### config.mk
export PLATFORM = sky130hd
export DESIGN_NAME = glyph_text_pixel_generator_top
export DESIGN_NICKNAME = d
export VERILOG_FILES = /design/src/design/gtpg_pkg.sv /design/src/design/gtpg_front.sv /design/src/design/gtpg_job_fifo.sv /design/src/design/gtpg_pixel_back.sv /design/src/design/glyph_text_pixel_generator_top.sv
export VERILOG_INCLUDE_DIRS = /design/src /design/src/design
export SDC_FILE = /design/constraint.sdc
export NUM_CORES = 1
export LEC_CHECK = 0
export BUFFER_PORTS_ARGS = -buffer_cell sky130_fd_sc_hd__buf_2
export CAP_MARGIN = 20
export CORE_ASPECT_RATIO = 2
export CORE_MARGIN = 4
export CORE_UTILIZATION = 40
export CTS_BUF_LIST = sky130_fd_sc_hd__clkbuf_4 sky130_fd_sc_hd__clkbuf_8
export CTS_CLUSTER_SIZE = 25
export DETAILED_ROUTE_END_ITERATION = 8
export SKIP_CTS_REPAIR_TIMING = 1
export SLEW_MARGIN = 30
export SYNTH_ARGS = -nofsm -noshare
export SYNTH_HDL_FRONTEND = slang
export SYNTH_SLANG_ARGS = --single-unit
export TNS_END_PERCENT = 10
### constraint.sdc
create_clock -name clock -period 3.8 [get_ports clock]
set_input_delay 0.38 -clock clock [delete_from_list [all_inputs] [get_ports clock]]
set_output_delay 0.38 -clock clock [all_outputs]
set_load 0.01 [all_outputs]
### src/design/glyph_text_pixel_generator_top_defines.svh
// Assertion macros shared by the glyph text pixel generator RTL.
// No dependencies; included by the top level.
`ifndef GLYPH_TEXT_PIXEL_GENERATOR_TOP_DEFINES_SVH
`define GLYPH_TEXT_PIXEL_GENERATOR_TOP_DEFINES_SVH

// Same-cycle implication, disabled during reset.
`define GTPG_ASSERT_IMPLY(label, clk, rst, ante, cons) \
   label: assert property (@(posedge clk) disable iff (rst) (ante) |-> (cons)) \
      else $error("gtpg same-cycle check failed");

// Next-cycle implication, disabled during reset.
`define GTPG_ASSERT_NEXT(label, clk, rst, ante, cons) \
   label: assert property (@(posedge clk) disable iff (rst) (ante) |=> (cons)) \
      else $error("gtpg next-cycle check failed");

`endif

### src/design/gtpg_pkg.sv
// Types, constants, glyph ROM and coordinate helpers for the glyph text pixel generator.
// No dependencies; used by every module of the block.
`default_nettype none

package gtpg_pkg;

   localparam int COORD_BITS  = 12;
   localparam int GLYPH_BITS  = 15;
   localparam int GLYPH_COUNT = 40;
   localparam int CSR_INDEX_BITS = 2;
   localparam int CSR_DATA_BITS  = 4;

   localparam logic [CSR_INDEX_BITS-1:0] CSR_INK_BLACK = 2'd0;
   localparam logic [CSR_INDEX_BITS-1:0] CSR_ROTATION  = 2'd1;
   localparam logic [CSR_INDEX_BITS-1:0] CSR_CHAR_GAP  = 2'd2;

   localparam logic [1:0] ROT_UPRIGHT = 2'd0;
   localparam logic [1:0] ROT_90      = 2'd1;
   localparam logic [1:0] ROT_270     = 2'd2;

   localparam logic [7:0] CH_UPPER_A = 8'h41;
   localparam logic [7:0] CH_UPPER_Z = 8'h5A;
   localparam logic [7:0] CH_LOWER_A = 8'h61;
   localparam logic [7:0] CH_LOWER_Z = 8'h7A;
   localparam logic [7:0] CH_ZERO    = 8'h30;
   localparam logic [7:0] CH_NINE    = 8'h39;
   localparam logic [7:0] CH_COLON   = 8'h3A;
   localparam logic [7:0] CH_BANG    = 8'h21;
   localparam logic [7:0] CH_UNDER   = 8'h5F;

   localparam logic [5:0] GLYPH_DIGIT_BASE = 6'd26;
   localparam logic [5:0] GLYPH_BLANK      = 6'd36;
   localparam logic [5:0] GLYPH_COLON      = 6'd37;
   localparam logic [5:0] GLYPH_BANG       = 6'd38;
   localparam logic [5:0] GLYPH_UNDER      = 6'd39;

   localparam logic [15:0] GLYPH_ROM [GLYPH_COUNT] = '{
      16'h57DA, 16'hD75C, 16'h7246, 16'hD6DC, 16'hF34E, 16'hF348, 16'h72D4, 16'hB7DA,
      16'h4924, 16'h24D4, 16'hB75A, 16'h924E, 16'hBEDA, 16'hBFFA, 16'h56D4, 16'hD748,
      16'h56F6, 16'hD75A, 16'h739C, 16'hE924, 16'hB6D4, 16'hB6A4, 16'hB6FA, 16'hB55A,
      16'hB524, 16'hE54E,
      16'h56D4, 16'h2C92, 16'hC546, 16'hC51C, 16'hB792, 16'hF11C, 16'h7354, 16'hE524,
      16'h5554, 16'h559C,
      16'h0000, 16'h0820, 16'h4904, 16'h000E
   };

   typedef logic [COORD_BITS-1:0] coord_type;
   typedef logic [COORD_BITS:0]   coord_wide_type;

   typedef struct packed {
      logic       new_text;
      coord_type  start_x;
      coord_type  start_y;
      logic [7:0] char_code;
   } req_type;

   typedef struct packed {
      coord_type pixel_x;
      coord_type pixel_y;
      logic      pixel_on;
      logic      last_pixel;
   } rsp_type;

   typedef struct packed {
      coord_type             origin_x;
      coord_type             origin_y;
      logic [GLYPH_BITS-1:0] glyph;
      logic                  ink_black;
      logic [1:0]            rotation;
   } job_type;

   typedef struct packed {
      logic       active;
      logic [2:0] row;
      logic [1:0] col;
   } back_status_type;

   function automatic logic [5:0] glyph_index(input logic [7:0] ch);
      logic [5:0] idx;
      if (ch >= CH_UPPER_A && ch <= CH_UPPER_Z) begin
         idx = 6'(ch - CH_UPPER_A);
      end else if (ch >= CH_LOWER_A && ch <= CH_LOWER_Z) begin
         idx = 6'(ch - CH_LOWER_A);
      end else if (ch >= CH_ZERO && ch <= CH_NINE) begin
         idx = 6'(ch - CH_ZERO) + GLYPH_DIGIT_BASE;
      end else if (ch == CH_COLON) begin
         idx = GLYPH_COLON;
      end else if (ch == CH_BANG) begin
         idx = GLYPH_BANG;
      end else if (ch == CH_UNDER) begin
         idx = GLYPH_UNDER;
      end else begin
         idx = GLYPH_BLANK;
      end
      return idx;
   endfunction

   function automatic coord_wide_type widen(input coord_type v);
      return {v[COORD_BITS-1], v};
   endfunction

   function automatic coord_type sat_coord(input coord_wide_type v);
      coord_type r;
      if (v[COORD_BITS] != v[COORD_BITS-1]) begin
         r = v[COORD_BITS] ? {1'b1, {(COORD_BITS-1){1'b0}}} : {1'b0, {(COORD_BITS-1){1'b1}}};
      end else begin
         r = v[COORD_BITS-1:0];
      end
      return r;
   endfunction

endpackage

`default_nettype wire

### src/design/gtpg_front.sv
// Front end: config registers, cursor, glyph lookup; turns each item into a job.
// Depends on gtpg_pkg.
`default_nettype none

module gtpg_front (
   input  wire                                   clock,
   input  wire                                   reset,
   input  wire                                   req_push,
   output logic                                  req_full,
   input  gtpg_pkg::req_type                     req_data,
   input  wire                                   csr_write_en,
   input  wire  [gtpg_pkg::CSR_INDEX_BITS-1:0]   csr_index,
   input  wire  [gtpg_pkg::CSR_DATA_BITS-1:0]    csr_wdata,
   input  wire                                   job_full,
   output logic                                  job_push,
   output gtpg_pkg::job_type                     job_data
);

   logic                      ink_ff, ink_in;
   logic [1:0]                rot_ff, rot_in;
   logic [3:0]                gap_ff, gap_in;
   gtpg_pkg::coord_type       cursor_x_ff, cursor_x_in;
   gtpg_pkg::coord_type       cursor_y_ff, cursor_y_in;
   gtpg_pkg::coord_type       origin_x, origin_y;
   gtpg_pkg::coord_wide_type  adv;
   logic [15:0]               glyph_word;

   assign req_full = job_full;
   assign job_push = req_push && !job_full;

   always_comb begin
      origin_x   = req_data.new_text ? req_data.start_x : cursor_x_ff;
      origin_y   = req_data.new_text ? req_data.start_y : cursor_y_ff;
      glyph_word = gtpg_pkg::GLYPH_ROM[gtpg_pkg::glyph_index(req_data.char_code)];
      adv = {{(gtpg_pkg::COORD_BITS-3){gap_ff[3]}}, gap_ff}
            + (gtpg_pkg::COORD_BITS+1)'(4);

      job_data.origin_x  = origin_x;
      job_data.origin_y  = origin_y;
      job_data.glyph     = glyph_word[15:1];
      job_data.ink_black = ink_ff;
      job_data.rotation  = rot_ff;

      cursor_x_in = cursor_x_ff;
      cursor_y_in = cursor_y_ff;
      if (job_push) begin
         unique case (rot_ff)
            gtpg_pkg::ROT_90: begin
               cursor_x_in = origin_x;
               cursor_y_in = gtpg_pkg::sat_coord(gtpg_pkg::widen(origin_y) - adv);
            end
            gtpg_pkg::ROT_270: begin
               cursor_x_in = origin_x;
               cursor_y_in = gtpg_pkg::sat_coord(gtpg_pkg::widen(origin_y) + adv);
            end
            default: begin
               cursor_x_in = gtpg_pkg::sat_coord(gtpg_pkg::widen(origin_x) + adv);
               cursor_y_in = origin_y;
            end
         endcase
      end

      ink_in = ink_ff;
      rot_in = rot_ff;
      gap_in = gap_ff;
      if (csr_write_en) begin
         unique case (csr_index)
            gtpg_pkg::CSR_INK_BLACK: ink_in = csr_wdata[0];
            gtpg_pkg::CSR_ROTATION:  rot_in = csr_wdata[1:0];
            gtpg_pkg::CSR_CHAR_GAP:  gap_in = csr_wdata[3:0];
            default: ;
         endcase
      end
   end

   always_ff @(posedge clock) begin
      if (reset) begin
         ink_ff      <= 1'b1;
         rot_ff      <= gtpg_pkg::ROT_UPRIGHT;
         gap_ff      <= '0;
         cursor_x_ff <= '0;
         cursor_y_ff <= '0;
      end else begin
         ink_ff      <= ink_in;
         rot_ff      <= rot_in;
         gap_ff      <= gap_in;
         cursor_x_ff <= cursor_x_in;
         cursor_y_ff <= cursor_y_in;
      end
   end

endmodule

`default_nettype wire

### src/design/gtpg_job_fifo.sv
// Short job queue between the front end and the pixel back end.
// Depends on gtpg_pkg.
`default_nettype none

module gtpg_job_fifo #(
   parameter int DEPTH = 2
) (
   input  wire                clock,
   input  wire                reset,
   input  wire                push,
   input  gtpg_pkg::job_type  push_data,
   output logic               full,
   input  wire                pop,
   output gtpg_pkg::job_type  pop_data,
   output logic               empty
);

   localparam int PTR_BITS = (DEPTH > 1) ? $clog2(DEPTH) : 1;
   localparam int CNT_BITS = $clog2(DEPTH + 1);

   gtpg_pkg::job_type    mem_ff [DEPTH];
   logic [PTR_BITS-1:0]  wr_ptr_ff, wr_ptr_in;
   logic [PTR_BITS-1:0]  rd_ptr_ff, rd_ptr_in;
   logic [CNT_BITS-1:0]  count_ff, count_in;
   logic                 do_push, do_pop;

   assign full     = (count_ff == CNT_BITS'(DEPTH));
   assign empty    = (count_ff == '0);
   assign do_push  = push && !full;
   assign do_pop   = pop && !empty;
   assign pop_data = mem_ff[rd_ptr_ff];

   always_comb begin
      wr_ptr_in = wr_ptr_ff;
      rd_ptr_in = rd_ptr_ff;
      count_in  = count_ff;
      if (do_push) begin
         wr_ptr_in = (wr_ptr_ff == PTR_BITS'(DEPTH - 1)) ? '0 : wr_ptr_ff + 1'b1;
      end
      if (do_pop) begin
         rd_ptr_in = (rd_ptr_ff == PTR_BITS'(DEPTH - 1)) ? '0 : rd_ptr_ff + 1'b1;
      end
      if (do_push && !do_pop) begin
         count_in = count_ff + 1'b1;
      end else if (do_pop && !do_push) begin
         count_in = count_ff - 1'b1;
      end
   end

   always_ff @(posedge clock) begin
      if (reset) begin
         wr_ptr_ff <= '0;
         rd_ptr_ff <= '0;
         count_ff  <= '0;
      end else begin
         wr_ptr_ff <= wr_ptr_in;
         rd_ptr_ff <= rd_ptr_in;
         count_ff  <= count_in;
      end
   end

   always_ff @(posedge clock) begin
      if (do_push) begin
         mem_ff[wr_ptr_ff] <= push_data;
      end
   end

endmodule

`default_nettype wire

### src/design/gtpg_pixel_back.sv
// Back end: one glyph pixel a cycle unless stalled, into a registered output.
// Depends on gtpg_pkg.
`default_nettype none

module gtpg_pixel_back (
   input  wire                          clock,
   input  wire                          reset,
   input  wire                          job_valid,
   input  gtpg_pkg::job_type            job_data,
   output logic                         job_pop,
   output logic                         rsp_empty,
   input  wire                          rsp_pop,
   output gtpg_pkg::rsp_type            rsp_data,
   output gtpg_pkg::back_status_type    status
);

   logic                                 active_ff, active_in;
   gtpg_pkg::job_type                    job_ff, job_in;
   logic [2:0]                           row_ff, row_in;
   logic [1:0]                           col_ff, col_in;
   logic [gtpg_pkg::GLYPH_BITS-1:0]      bits_ff, bits_in;
   logic                                 out_valid_ff, out_valid_in;
   gtpg_pkg::rsp_type                    out_ff, out_in;
   logic                                 issue, is_last;
   logic [3:0]                           off_x, off_y;
   gtpg_pkg::rsp_type                    pixel;

   assign issue     = active_ff && (!out_valid_ff || rsp_pop);
   assign is_last   = (row_ff == 3'd4) && (col_ff == 2'd2);
   assign job_pop   = job_valid && (!active_ff || (issue && is_last));
   assign rsp_empty = !out_valid_ff;
   assign rsp_data  = out_ff;

   assign status.active = active_ff;
   assign status.row    = row_ff;
   assign status.col    = col_ff;

   always_comb begin
      unique case (job_ff.rotation)
         gtpg_pkg::ROT_90: begin
            off_x = 4'd5 - {1'b0, row_ff};
            off_y = {2'b00, col_ff} - 4'd2;
         end
         gtpg_pkg::ROT_270: begin
            off_x = {1'b0, row_ff};
            off_y = 4'd1 - {2'b00, col_ff};
         end
         default: begin
            off_x = {2'b00, col_ff};
            off_y = {1'b0, row_ff};
         end
      endcase
      pixel.pixel_x = gtpg_pkg::sat_coord(gtpg_pkg::widen(job_ff.origin_x)
                      + {{(gtpg_pkg::COORD_BITS-3){off_x[3]}}, off_x});
      pixel.pixel_y = gtpg_pkg::sat_coord(gtpg_pkg::widen(job_ff.origin_y)
                      + {{(gtpg_pkg::COORD_BITS-3){off_y[3]}}, off_y});
      pixel.pixel_on   = ~(bits_ff[gtpg_pkg::GLYPH_BITS-1] ^ job_ff.ink_black);
      pixel.last_pixel = is_last;
   end

   always_comb begin
      active_in = active_ff;
      job_in    = job_ff;
      row_in    = row_ff;
      col_in    = col_ff;
      bits_in   = bits_ff;
      if (job_pop) begin
         active_in = 1'b1;
         job_in    = job_data;
         row_in    = '0;
         col_in    = '0;
         bits_in   = job_data.glyph;
      end else if (issue && is_last) begin
         active_in = 1'b0;
      end else if (issue) begin
         bits_in = {bits_ff[gtpg_pkg::GLYPH_BITS-2:0], 1'b0};
         if (col_ff == 2'd2) begin
            col_in = '0;
            row_in = row_ff + 3'd1;
         end else begin
            col_in = col_ff + 2'd1;
         end
      end

      out_valid_in = out_valid_ff;
      out_in       = out_ff;
      if (issue) begin
         out_valid_in = 1'b1;
         out_in       = pixel;
      end else if (rsp_pop) begin
         out_valid_in = 1'b0;
      end
   end

   always_ff @(posedge clock) begin
      if (reset) begin
         active_ff    <= 1'b0;
         out_valid_ff <= 1'b0;
         row_ff       <= '0;
         col_ff       <= '0;
      end else begin
         active_ff    <= active_in;
         out_valid_ff <= out_valid_in;
         row_ff       <= row_in;
         col_ff       <= col_in;
      end
   end

   always_ff @(posedge clock) begin
      job_ff  <= job_in;
      bits_ff <= bits_in;
      out_ff  <= out_in;
   end

endmodule

`default_nettype wire

### src/design/glyph_text_pixel_generator_top.sv
// Top level of the 3x5 glyph text pixel generator.
// Depends on gtpg_pkg, gtpg_front, gtpg_job_fifo, gtpg_pixel_back and the defines header.
//
// Usage:
//  - Request queue: push a character item (new_text, start_x, start_y, char_code)
//    while req_full is low. new_text starts the text at the given position,
//    otherwise the kept cursor is used.
//  - Result queue: while rsp_empty is low, rsp_data holds the oldest pixel write;
//    pop takes it. Each character gives 15 items, the last with last_pixel set.
//  - CSR port: csr_write_en with csr_index 0 ink_black, 1 rotation, 2 char_gap.
//    Write only while the block is idle.
//  - Path: an accepted item passes the job queue into the back end's job register.
//  - Throughput: one pixel per cycle from the back end scan while the result
//    queue is not stalled; a queued next character follows back to back.
//  - Up to QUEUE_DEPTH characters wait in the job queue while the back end scans.
//  - A stalled result queue holds its item; the back end stops, the job queue
//    fills and then req_full rises.
//  - Reset clears queues and cursor (0,0); ink_black=1, rotation=0, char_gap=0.
`include "glyph_text_pixel_generator_top_defines.svh"
`default_nettype none

module glyph_text_pixel_generator_top #(
   parameter int QUEUE_DEPTH = 2
) (
   input  wire                                  clock,
   input  wire                                  reset,
   input  wire                                  req_push,
   output logic                                 req_full,
   input  gtpg_pkg::req_type                    req_data,
   output logic                                 rsp_empty,
   input  wire                                  rsp_pop,
   output gtpg_pkg::rsp_type                    rsp_data,
   input  wire                                  csr_write_en,
   input  wire  [gtpg_pkg::CSR_INDEX_BITS-1:0]  csr_index,
   input  wire  [gtpg_pkg::CSR_DATA_BITS-1:0]   csr_wdata
);

   logic                        job_push, job_full, job_pop, job_empty;
   gtpg_pkg::job_type           job_in_data, job_out_data;
   gtpg_pkg::back_status_type   back_status;
   logic                        accept_item, rsp_mid_char;

   assign accept_item  = req_push && !req_full;
   assign rsp_mid_char = !rsp_empty && !rsp_data.last_pixel;

   gtpg_front u_front (
      .clock        (clock),
      .reset        (reset),
      .req_push     (req_push),
      .req_full     (req_full),
      .req_data     (req_data),
      .csr_write_en (csr_write_en),
      .csr_index    (csr_index),
      .csr_wdata    (csr_wdata),
      .job_full     (job_full),
      .job_push     (job_push),
      .job_data     (job_in_data)
   );

   gtpg_job_fifo #(
      .DEPTH (QUEUE_DEPTH)
   ) u_job_fifo (
      .clock     (clock),
      .reset     (reset),
      .push      (job_push),
      .push_data (job_in_data),
      .full      (job_full),
      .pop       (job_pop),
      .pop_data  (job_out_data),
      .empty     (job_empty)
   );

   gtpg_pixel_back u_back (
      .clock     (clock),
      .reset     (reset),
      .job_valid (!job_empty),
      .job_data  (job_out_data),
      .job_pop   (job_pop),
      .rsp_empty (rsp_empty),
      .rsp_pop   (rsp_pop),
      .rsp_data  (rsp_data),
      .status    (back_status)
   );

   `GTPG_ASSERT_IMPLY(a_job_no_overflow, clock, reset, job_push, !job_full)
   `GTPG_ASSERT_IMPLY(a_mid_char_active, clock, reset, rsp_mid_char, back_status.active)
   `GTPG_ASSERT_NEXT(a_accept_queued, clock, reset, accept_item, !job_empty || back_status.active)

endmodule

`default_nettype wire
**Yosys cells after proc, flatten, opt, wreduce, memory -nomap -nowiden**

Memory sizes are Yosys's and may differ from the RTL's. A register that Yosys moved wholly into a read port is not among the register bits.
Index checks and enable logic that the tools add are counted.

- Add/sub/neg operators: 19
- Order comparisons: 7
- Equality and inequality tests: 18
- Multiplexer cells: 40
- Bitwise gates (word level): 4
- Reductions and logical operators: 34

Operators with widths:

| cell | count |
|---|---|
| 2-to-1 mux 12 bit | 13 |
| 2-to-1 mux 15 bit | 3 |
| 2-to-1 mux 16 bit | 2 |
| 2-to-1 mux 6 bit | 5 |
| adder 12 x 4 -> 13 bit | 2 |
| adder 13 bit | 2 |
| one-hot mux 12 bit (2 select lines) | 1 |
| == test 8 x 6 -> 1 bit, second input constant | 2 |
| greater-or-equal comparator 8 x 7 -> 1 bit, second input constant | 2 |
| less-or-equal comparator 8 x 7 -> 1 bit, second input constant | 2 |
| one-hot mux 4 bit (2 select lines) | 2 |
| subtractor 13 bit | 1 |
| logical AND 1 bit | 12 |
| subtractor 6 bit, second input constant | 2 |
| == test 2 bit, second input constant | 5 |
| 2-to-1 mux 1 bit | 10 |
| AND reduction 2 bit | 5 |
| == test 8 x 7 -> 1 bit, second input constant | 1 |
| greater-or-equal comparator 8 x 6 -> 1 bit, second input constant | 1 |
| less-or-equal comparator 8 x 6 -> 1 bit, second input constant | 1 |
| 2-to-1 mux 2 bit | 4 |
| nonzero test 2 bit | 4 |
| greater-or-equal comparator 7 bit, second input constant | 1 |
| inverter 6 -> 7 bit | 1 |
| 21 further kinds | 38 |

- Bits in registers: 110
- RAM bits: 84
- Bits in read-only memories: 1024
- Word-level logic and storage cells: 145
- Memories kept: 2

Memory list:

| name | depth | bits a word | read ports | clocked after memory_dff | wr ports | line | RTL |
|---|---|---|---|---|---|---|---|
| (no name shown) | 64 | 16 | 1 | 0 | 0 | gtpg_front.sv:34 | `glyph_word = gtpg_pkg::GLYPH_ROM[gtpg_pkg::glyph_index(req_data.char_code)];` |
| u_job_fifo.mem_ff | 2 | 42 | 1 | 1 | 1 | gtpg_job_fifo.sv:21 | `gtpg_pkg::job_type mem_ff [DEPTH];` |

**Longest topological paths before layout**

Gate-level depths: netlist (run 1).

- Depth in word-level cells: 11
- Depth in mapped cells: 16
- Depth with buffers taken out: 14

**Cells and area by module**

Synthesis (run 1) repeated with hierarchy kept, for this count alone.

- Cell total of the unflattened synthesis: 1317
- Area total of the unflattened synthesis: 13092.6 µm²

Modules (own cells, without submodules):

| module | instances | cells an instance | area an instance (µm²) |
|---|---|---|---|
| gtpg_front | 1 | 706 | 5275.1 |
| gtpg_pixel_back | 1 | 454 | 4575.6 |
| gtpg_job_fifo | 1 | 156 | 3238.1 |
| glyph_text_pixel_generator_top | 1 | 1 | 3.8 |

**Least setup slack after synthesis (run 1)**

No wires, ideal clock.

- Path kind: input to register
- Start point: in req_data[32] (netlist bit)
- End point: reg u_front.cursor_y_ff[5]
- Setup time: 135 ps
- Arrival: 3708 ps
- Required time: 3665 ps
- Path slack: -42 ps
- Cell stages on the path: 13
- Buffers on the path: 3
- Cell sequence: clkbuf_1 > buf_1 > mux2_2 > ha_1 > buf_6 > nor2b_2 > or3_4 > o311a_1 > or3_4 > xor2_2 > a21oi_2 > a2111oi_2 > nor4_1

RTL lines:

| what | line | RTL |
|---|---|---|
| start, declared | glyph_text_pixel_generator_top.sv:29 | `input gtpg_pkg::req_type req_data,` |
| end signal, assigned | gtpg_front.sv:88 | `cursor_y_ff <= cursor_y_in;` |
| end, declared | gtpg_front.sv:23 | `gtpg_pkg::coord_type cursor_y_ff, cursor_y_in;` |

**Worst setup path after layout (run 1)**

- Start point: reg u_front.gap_ff[2]
- End point: reg u_front.cursor_y_ff[5]

- Longest elaborated chain between the ends: 5
- Elaborated cells on any way between the ends: 10
- Those cells by class: 3 x add/sub; 2 x eq/ne; 5 x mux

Ends and longest elaborated chain:

| what | line | RTL |
|---|---|---|
| start, declared | gtpg_front.sv:21 | `logic [3:0] gap_ff, gap_in;` |
| start signal, assigned | gtpg_front.sv:86 | `gap_ff <= gap_in;` |
| adder 4 x 4 -> 5 bit * | gtpg_front.sv:36 | `+ (gtpg_pkg::COORD_BITS+1)'(4);` |
| adder 13 bit / subtractor 13 bit (equally long branches) | gtpg_front.sv:54, gtpg_front.sv:50 |  |
| 2-to-1 mux 12 bit / != test 1 bit (equally long branches) | gtpg_pkg.sv:105, gtpg_pkg.sv:104 |  |
| 2-to-1 mux 12 bit | gtpg_pkg.sv:104 | `if (v[COORD_BITS] != v[COORD_BITS-1]) begin` |
| one-hot mux 12 bit (2 select lines) * | gtpg_front.sv:47 | `unique case (rot_ff)` |

Mark *: on every way between the ends. The rest lies on a longest branch, timed or not.
A chain may end at the register's enable or synchronous reset.

==> results of run 1 <==
-- metal layers --
layer,up-vias,track usage
li1,4564,-
met1,4365,0.203
met2,241,0.338
met3,81,0.0246
met4,0,0.0903
met5,-,0
-- power by group --
group | internal [mW] | switching [mW]
registers | 3.15 | 0.239
logic | 1.43 | 1.91
clock network | 0.524 | 0.760
-- synthesized netlist by cell type, types with 5 or more instances --
cell type	number
and2_1	5
buf_1	6
nand2_1	76
a211oi_1	30
ha_1	91
nor3b_1	7
o211ai_1	9
nand2b_1	12
o31ai_1	6
xnor2_1	28
a221oi_1	6
buf_2	11
a21o_1	25
nor3_1	41
o21ai_0	68
a2bb2oi_1	5
clkbuf_1	33
nor2_1	87
or3_1	12
o21a_1	8
mux2i_1	32
edfxtp_1	152
a21oi_1	87
inv_1	55
nor2b_1	13
mux2_2	49
o21bai_1	12
o221ai_1	5
xor2_1	17
dfxtp_1	43
nand3_1	11
fa_1	5
a31oi_1	8
-- kinds of logic after synthesis --
group / after synthesis / share of synthesized area
DFF: 195 / 0.449
AOI/OAI and AO/OA: 329 / 0.183
muxes: 81 / 0.0721
buffers and inverters: 110 / 0.0371
adders and majority gates: 100 / 0.106
xor gates and xnor gates: 46 / 0.0339
and+or+nand+nor: 296 / 0.120
-- critical path: stages (launching register included) --
cell and delay (ns):
dfxtp_1 0.37, inv_1 0.11, ha_1 0.22, inv_1 0.34, ha_1 0.36, nor3b_1 0.19, nor4b_4 0.38, o211ai_1 0.22
a32oi_4 0.37, xor2_2 0.37, a21oi_2 0.11, a2111oi_2 0.35, nor4_1 0.09
-- layout make-up --
cell class,count,share of cell area
Clock buffer,17,0.0170
Multi-Input combinational cell,853,0.456
Tap cell,364,0.0331
Timing Repair Buffer,160,0.0752
Inverter,56,0.0153
Clock inverter,15,0.00972
Sequential cell,195,0.394
Antenna cell,1,0.000182
-- worst min-delay path by stage --
stage | startpoint | endpoint | slack, ns | cells past startpoint
after floorplan | u_front.ink_ff$_SDFFE_PP1P_ | u_job_fifo.mem_ff[0][2]$_DFFE_PP_ | 0.42 | 0
after global placement | u_front.cursor_x_ff[11]$_SDFFE_PP0P_ | u_front.cursor_x_ff[11]$_SDFFE_PP0P_ | 0.47 | 2
after detailed placement | u_front.cursor_x_ff[1]$_SDFFE_PP0P_ | u_front.cursor_x_ff[1]$_SDFFE_PP0P_ | 0.48 | 2
after CTS | csr_wdata[3] | u_front.gap_ff[3]$_SDFFE_PP0P_ | 0.08 | 3
after global routing | csr_wdata[2] | u_front.gap_ff[2]$_SDFFE_PP0P_ | 0.09 | 3
final | csr_wdata[3] | u_front.gap_ff[3]$_SDFFE_PP0P_ | 0.13 | 3
-- sequential cells by signal, indices dropped and copies added, names as in the netlist, named ones only --
register	cells
u_back.col_ff	2
u_front.rot_ff	2
u_front.gap_ff	4
u_job_fifo.rd_ptr_ff	1
u_job_fifo.wr_ptr_ff	1
u_front.ink_ff	1
u_back.bits_ff	15
u_front.cursor_x_ff	12
u_back.out_valid_ff	1
u_job_fifo.count_ff	2
u_back.active_ff	1
u_front.cursor_y_ff	12
u_job_fifo.mem_ff	84
u_back.row_ff	3
u_back.rsp_data	26
u_back.job_ff	27
==> metrics.cfg, run 1 <==
[cts]
clock_path_buffers=2
root_buffer=clkbuf_8
clock-sinks=195
clkLatencyLatePin_ns=0.49
clk_pin_slew_ns=0.11
tritoncts=yes
htree_levels=4
cts_made_buffers=17

[timing]
fin_tns_setup_ns=0
fin_skew_ns=0.0202
rsz0062_at_grt=yes
maxSlewViolCount=0
finalWorstSetupSlack_ns=0.206
max_freq_mhz=278
tightest_slew_ns=0.911
hold_violations=0
setup_viol=0
slew_headroom=0.386
period_needed_ns=3.59
period_share=0.946
hold-worst-slack_ns=0.128

[critical_path]
timing.rr.end=u_front.cursor_y_ff[5]$_SDFFE_PP0P_
r2r_slack_ns=0.21
crit_path_end_kind=flop
crit_required_ns=4.16
endpoint=u_front.cursor_y_ff[5]$_SDFFE_PP0P_
critPathKind=reg -> reg
worstPathArrival_ns=3.95
r2r-start=u_front.gap_ff[2]$_SDFFE_PP0P_
critPathLaunchType=flop
critPathLaunch=u_front.gap_ff[2]$_SDFFE_PP0P_
reg2reg_depth=12
crit_fanout=8

[yosys]
synth_area_leaders=edfxtp_1, ha_1, dfxtp_1
syn_avg_cell_area_um2=10.5
syn-num-nets=1297
yosysWarnings=0
synth_area_um2=12100
ys_seq_elements=195
synthArstFlopShare=0
synth_ff_type=edfxtp_1
synth_top_area_frac=0.377
synth_area_leader_cell=edfxtp_1
yosysSeqAreaShare=0.449
synthDistinctLibCells=86
syn_inst=1157
synth-edff-count=152

[detailed_routing]
first_pass_iters=5
drt-total-wl_um=29700
post-route-drc-count=0
wl_met1_um=11400
via_count=9251
wl_per_cell_um=17.9
route.met2.wl_um=15900
viasPerCell=5.57
first_iter_violations=458
top_layer=met4
route.met3.wl_um=964
drtAntennaViolNets=0

[finish]
fin_area_um2=13800
final_core_util=0.465
drive_gt1_frac=0.214
multi_input_area_um2=6280
fillerInstances=2804
final_cell_mix=edfxtp_1, ha_1, buf_4
fin_cells=1661
seqCellArea_um2=5430
syn2layout_area_growth_pct=13.9
final_nets=1423
final_common_cell=edfxtp_1

[min_path]
hold_class=in -> reg

[pwr]
leakagePower_nw=5.51
power.density_nw_per_um2=582
peakVddDrop_uv=210
report.power.total_mw=8.02

[floorplan]
die-area_um2=33200
pin_count=72
coreArea_um2=29600
die_x_um=131
row_count=89
chipHeight_um=254
initial_core_util=0.408

[global_route]
grt_use_total=0.184
antenna_found_initial=2
grt_pass1_wl_um=48000
grt_max_degree=44
gr-total-overflow=0
grt_pass1_vias=9395

[placement]
place_inst=1626
dp_hpwl_um=22600
placed_cell_area_um2=13400
routabilityCongestion=0.955
dpl_worst_slack_ns=-0.0778
portBuffers=71

[job]
maxCapViolations=0

[outcome]
status=finished, final reports clean

(Power assumes the default switching activity.)
==> inputs of run 2 (changes only) <==
--- a/config.mk
+++ b/config.mk
@@ -14,6 +14,7 @@
 export CTS_BUF_LIST = sky130_fd_sc_hd__clkbuf_4 sky130_fd_sc_hd__clkbuf_8
 export CTS_CLUSTER_SIZE = 25
 export DETAILED_ROUTE_END_ITERATION = 8
+export RECOVER_POWER = 25
 export SKIP_CTS_REPAIR_TIMING = 1
 export SLEW_MARGIN = 30
 export SYNTH_ARGS = -nofsm -noshare
==> run 2 against run 1 <==
- the run now ends with max-capacitance violations, max-slew violations left
- setup slack better by 0.0071 ns
- total power down 0.35%
- global-route usage unchanged
- hold slack about the same
- first-iteration DRC count up 12%
- combinational power about the same
- register-to-register slack about the same
==> metrics.cfg, run 2 (synthesis gave the netlist of run 1 again) <==
[cts]
clock-sinks=195  ; unchanged
clk_pin_slew_ns=0.10  ; was 0.11 ns
clock_path_buffers=2  ; unchanged
cts_made_buffers=17  ; unchanged
clkLatencyLatePin_ns=0.49  ; about the same
htree_levels=4  ; unchanged
root_buffer=clkbuf_8  ; unchanged
tritoncts=yes  ; unchanged

[placement]
place_inst=1626  ; unchanged
routabilityCongestion=0.955  ; unchanged
dp_hpwl_um=22600  ; unchanged
placed_cell_area_um2=13400  ; unchanged
portBuffers=71  ; unchanged

[pwr]
peakVddDrop_uv=210  ; about the same
power.density_nw_per_um2=582  ; about the same
leakagePower_nw=5.42  ; was 5.51 nW

[min_path]
holdPathStages=3  ; unchanged
hold_class=in -> reg  ; unchanged

[timing]
tightest_slew_ns=2.05  ; was 0.911 ns
max_freq_mhz=279  ; was 278 MHz
period_share=0.944  ; was 0.946
fin_skew_ns=0.0226  ; was 0.0202 ns
maxSlewViolCount=43  ; was 0
rsz0062_at_grt=yes  ; unchanged
setup_viol=0  ; unchanged
slew_headroom=-0.367  ; was 0.386
hold_violations=0  ; unchanged
fin_tns_setup_ns=0  ; unchanged
period_needed_ns=3.59  ; about the same

[global_route]
grt_pass1_vias=9395  ; unchanged
met3_usage=0.0246  ; unchanged
use_met2=0.338  ; unchanged
gr-total-overflow=0  ; unchanged
grt_max_degree=44  ; unchanged
grt_pass1_wl_um=48000  ; unchanged
grt_use_total=0.184  ; unchanged
grt_use_met1=0.203  ; unchanged
busiest_layer=met2  ; unchanged
antenna_found_initial=2  ; unchanged

[detailed_routing]
post-route-drc-count=0  ; unchanged
wl_per_cell_um=17.9  ; about the same
drtAntennaViolNets=0  ; unchanged
viasPerCell=5.58  ; was 5.57
first_pass_iters=6  ; was 5
drt-total-wl_um=29800  ; was 29700 um
via_count=9266  ; was 9251
first_iter_violations=515  ; was 458

[critical_path]
crit_fanout=11  ; was 8
crit_path_end_kind=flop  ; unchanged
worstPathArrival_ns=3.82  ; was 3.95 ns
r2r_slack_ns=0.21  ; about the same
critPathLaunchType=flop  ; unchanged
critPathKind=reg -> reg  ; unchanged
crit_required_ns=4.03  ; was 4.16 ns
reg2reg_depth=14  ; was 12

[floorplan]
die_x_um=131  ; unchanged
die-area_um2=33200  ; unchanged
coreArea_um2=29600  ; unchanged
pin_count=72  ; unchanged
initial_core_util=0.408  ; unchanged
chipHeight_um=254  ; unchanged
row_count=89  ; unchanged

[finish]
multi_input_area_um2=6280  ; unchanged
syn2layout_area_growth_pct=13.5  ; was 13.9%
fin_cells=1661  ; unchanged
top_register=u_job_fifo.mem_ff  ; unchanged
final_nets=1423  ; unchanged
drive_gt1_frac=0.177  ; was 0.214
final_cell_mix=edfxtp_1, ha_1, nor2_1  ; was edfxtp_1, ha_1, buf_4
seqCellArea_um2=5430  ; about the same
fillerInstances=2822  ; was 2804
final_common_cell=edfxtp_1  ; unchanged
fin_area_um2=13700  ; was 13800 um^2
largest_reg_flops=84  ; unchanged

[outcome]
failed_checks=max-capacitance violations, max-slew violations
status=finished with violations  ; was finished, final reports clean

[job]
maxCapViolations=1  ; was 0

-- run 2: per-layer routing --
| metal | wire, um | part of all wire |
|---|---|---|
| met5 | 0 | 0 |
| met4 | 1360 | 0.046 |
| met1 | 11500 | 0.39 |
| met2 | 16000 | 0.54 |
| met3 | 968 | 0.033 |
-- run 2: area by class of cell --
cell class | instances | area share
clock buffer | 17 | 0.0171
multi-input combinational | 853 | 0.457
timing repair buffer | 160 | 0.0717
antenna | 1 | 0.000182
inverter | 56 | 0.0153
tap | 364 | 0.0332
sequential | 195 | 0.395
clock inverter | 15 | 0.00976
-- run 2: worst max-delay path: stages, from the launching register on --
cell and delay [ns]:
edfxtp_1 0.40, ha_1 0.28, mux2_2 0.30, nor2_1 0.16, a21oi_2 0.07, fa_1 0.43
a21oi_1 0.15, o21bai_1 0.11, a311o_1 0.43, a21o_1 0.21, a21oi_2 0.17, or4_1 0.14
nand3_1 0.08, buf_4 0.19, a31o_2 0.22
-- run 2: worst paths after layout --
check | from | end
max | u_back.job_ff[0]$_DFFE_PP_ | u_back.rsp_data[12]$_DFFE_PP_
min | csr_wdata[3] | u_front.gap_ff[3]$_SDFFE_PP0P_
max reg2reg | u_back.job_ff[0]$_DFFE_PP_ | u_back.rsp_data[12]$_DFFE_PP_
min reg2reg | u_front.cursor_x_ff[6]$_SDFFE_PP0P_ | u_front.cursor_x_ff[6]$_SDFFE_PP0P_
-- run 2: report_power, final --
part | internal, mW | total, mW | switching (mW) | leakage [nW]
logic | 1.40 | 3.31 | 1.91 | 3.44
clock network | 0.524 | 1.28 | 0.759 | 0.178
registers | 3.15 | 3.40 | 0.243 | 1.80
total | 5.08 | 7.99 | 2.91 | 5.42
-- run 2: through the flow --
step	utilization	hold slack [ns]	power, mW	setup WS [ns]
2_1_floorplan	-	0.418	5.76	0.0295
3_3_place_gp	0.451	0.467	6.68	0.0304
3_5_place_dp	0.451	0.477	6.73	-0.0778
4_1_cts	0.463	0.0847	8.04	-0.0662
5_1_grt	0.463	0.0917	8.57	-0.0440
6_report	0.463	0.128	7.99	0.213
==> inputs of run 3 (changes only) <==
--- a/config.mk
+++ b/config.mk
@@ -8,7 +8,6 @@
 export LEC_CHECK = 0
 export BUFFER_PORTS_ARGS = -buffer_cell sky130_fd_sc_hd__buf_2
 export CAP_MARGIN = 20
-export CORE_ASPECT_RATIO = 2
 export CORE_MARGIN = 4
 export CORE_UTILIZATION = 40
 export CTS_BUF_LIST = sky130_fd_sc_hd__clkbuf_4 sky130_fd_sc_hd__clkbuf_8
==> constraint.sdc (replaced) <==
create_clock -name clock -period 4.6 [get_ports clock]
set_input_delay 0.46 -clock clock [delete_from_list [all_inputs] [get_ports clock]]
set_output_delay 0.46 -clock clock [all_outputs]
set_load 0.01 [all_outputs]
==> run 3 against run 2 <==
- the flow still finishes with violations (max-capacitance violations, max-slew violations)
- maximum frequency shrank 7.4%
- final cell count shrank 3.0%
- sequential share of layout area grew 1.5 points
- non-clock buffer count shrank 73
- critical path depth shrank 1
- clock skew shrank 0.0082 ns
- combinational power shrank 22%
- cell area shrank 3.6%
- die area shrank 0.50%
==> metrics.cfg, run 3 (synthesis gave the netlist of run 1 again) <==
[floorplan]
pin_count=72  ; unchanged
die_x_um=182  ; was 131 um
row_count=63  ; was 89
die-area_um2=33100  ; was 33200 um^2
initial_core_util=0.407  ; was 0.408
chipHeight_um=182  ; was 254 um
coreArea_um2=29700  ; was 29600 um^2

[pwr]
peakVddDrop_uv=197  ; was 210 uV
leakagePower_nw=5.14  ; was 5.42 nW
power.density_nw_per_um2=491  ; was 582 nW/um^2

[critical_path]
reg2reg_depth=13  ; was 14
critPathLaunchType=flop  ; unchanged
crit_fanout=11  ; unchanged
crit_path_end_kind=flop  ; unchanged
crit_required_ns=4.83  ; was 4.03 ns
worstPathArrival_ns=4.10  ; was 3.82 ns
critPathKind=reg -> reg  ; unchanged

[finish]
final_common_cell=edfxtp_1  ; unchanged
final_nets=1349  ; was 1423
seqCellArea_um2=5430  ; unchanged
multi_input_area_um2=6230  ; was 6280 um^2
largest_reg_flops=84  ; unchanged
fillerInstances=2835  ; was 2822
final_cell_mix=edfxtp_1, ha_1, a21oi_1  ; was edfxtp_1, ha_1, nor2_1
syn2layout_area_growth_pct=9.37  ; was 13.5%
fin_area_um2=13200  ; was 13700 um^2
top_register=u_job_fifo.mem_ff  ; unchanged
drive_gt1_frac=0.128  ; was 0.177
final_core_util=0.445  ; was 0.463
antenna_cells=0  ; was 1

[min_path]
hold_class=in -> reg  ; unchanged
holdPathStages=3  ; unchanged

[timing]
rsz0062_at_grt=no  ; was yes
fin_tns_setup_ns=0  ; unchanged
setup_viol=0  ; unchanged
finalWorstSetupSlack_ns=0.725  ; was 0.213 ns
max_freq_mhz=258  ; was 279 MHz
hold-worst-slack_ns=0.216  ; was 0.128 ns
tightest_slew_ns=2.35  ; was 2.05 ns
slew_headroom=-0.566  ; was -0.367
maxSlewViolCount=45  ; was 43
period_needed_ns=3.88  ; was 3.59 ns
period_share=0.842  ; was 0.944
hold_violations=0  ; unchanged
fin_skew_ns=0.0144  ; was 0.0226 ns

[cts]
root_buffer=clkbuf_8  ; unchanged
htree_levels=4  ; unchanged
clkLatencyLatePin_ns=0.46  ; was 0.49 ns
clk_pin_slew_ns=0.11  ; was 0.10 ns
clock-sinks=195  ; unchanged
tritoncts=yes  ; unchanged
clock_path_buffers=2  ; unchanged
cts_made_buffers=17  ; unchanged

[detailed_routing]
drt-total-wl_um=26800  ; was 29800 um
drtAntennaViolNets=0  ; unchanged
first_iter_violations=680  ; was 515
first_pass_iters=5  ; was 6
viasPerCell=5.45  ; was 5.58
post-route-drc-count=0  ; unchanged
wl_per_cell_um=16.6  ; was 17.9 um
via_count=8792  ; was 9266

[placement]
routabilityCongestion=0.888  ; was 0.955
dp_hpwl_um=19600  ; was 22600 um
dpl_worst_slack_ns=0.433  ; was -0.0778 ns
placed_cell_area_um2=12800  ; was 13400 um^2
portBuffers=71  ; unchanged

[global_route]
grt_max_degree=45  ; was 44
grt_pass1_wl_um=43300  ; was 48000 um
grt_use_total=0.160  ; was 0.184
gr-total-overflow=0  ; unchanged
grt_pass1_vias=8246  ; was 9395
antenna_found_initial=0  ; was 2

[outcome]
failed_checks=max-capacitance violations, max-slew violations  ; unchanged
status=finished with violations  ; unchanged

[job]
maxCapViolations=1  ; unchanged

## run 3: cell count changes in the layout (fill, tap and decap cells not counted), sizes merged
cell / previous run / this run
inv: 59 / 64
nand2b: 13 / 12
buf: 128 / 71
clkbuf: 49 / 33
clkinvlp: 4 / 1
diode: 1 / 0
clkinv: 7 / 5
## run 3: area by class of cell
cell class	instances	share of cell area
Tap cell	390	0.0369
Clock inverter	15	0.0138
Inverter	56	0.0160
Clock buffer	17	0.0177
Sequential cell	195	0.410
Timing Repair Buffer	87	0.0341
Multi-Input combinational cell	852	0.471
## run 3: path summary, 6_finish.rpt
check,endpoint,slack (ns),from
setup / recovery,u_back.rsp_data[12]$_DFFE_PP_,0.72,u_back.job_ff[0]$_DFFE_PP_
hold / removal,u_front.gap_ff[3]$_SDFFE_PP0P_,0.22,csr_wdata[3]
setup reg to reg,u_back.rsp_data[12]$_DFFE_PP_,0.72,u_back.job_ff[0]$_DFFE_PP_
hold reg to reg,u_front.cursor_y_ff[11]$_SDFFE_PP0P_,0.46,u_front.cursor_y_ff[11]$_SDFFE_PP0P_
## run 3: report_power, final
group,switching (mW),total [mW],internal [mW]
combinational,1.56,2.59,1.03
sequential,0.166,2.77,2.61
clock,0.666,1.13,0.467
total,2.39,6.50,4.11
## run 3: critical path, cell delays in order, from the launching register on
cell and delay, ns:
edfxtp_1 0.42, ha_1 0.29, mux2_2 0.39, nor2_1 0.16, a21oi_1 0.09, fa_1 0.44, a21oi_1 0.17, o21bai_1 0.11
a311o_1 0.41, a21o_1 0.20, a21oi_1 0.21, or4_1 0.15, nand3_1 0.28, a31o_2 0.32
## run 3: layer usage
layer  track usage  vias to the layer above  share of wire  wire length, um
met4        0.0348                        0         0.0098              263
met1         0.237                     4151           0.50            13400
met3        0.0226                       21          0.039             1060
met2         0.249                      198           0.45            12100
met5             0                        -              0                0
li1              -                     4422              -                -
## run 3: per-stage QoR
step / total power [mW] / cells
after floorplan: 4.76 / 1157
after global placement: 5.39 / 1580
after detailed placement: 5.43 / 1580
after CTS: 6.58 / 1612
after global routing: 7.02 / 1612
final: 6.50 / 1612
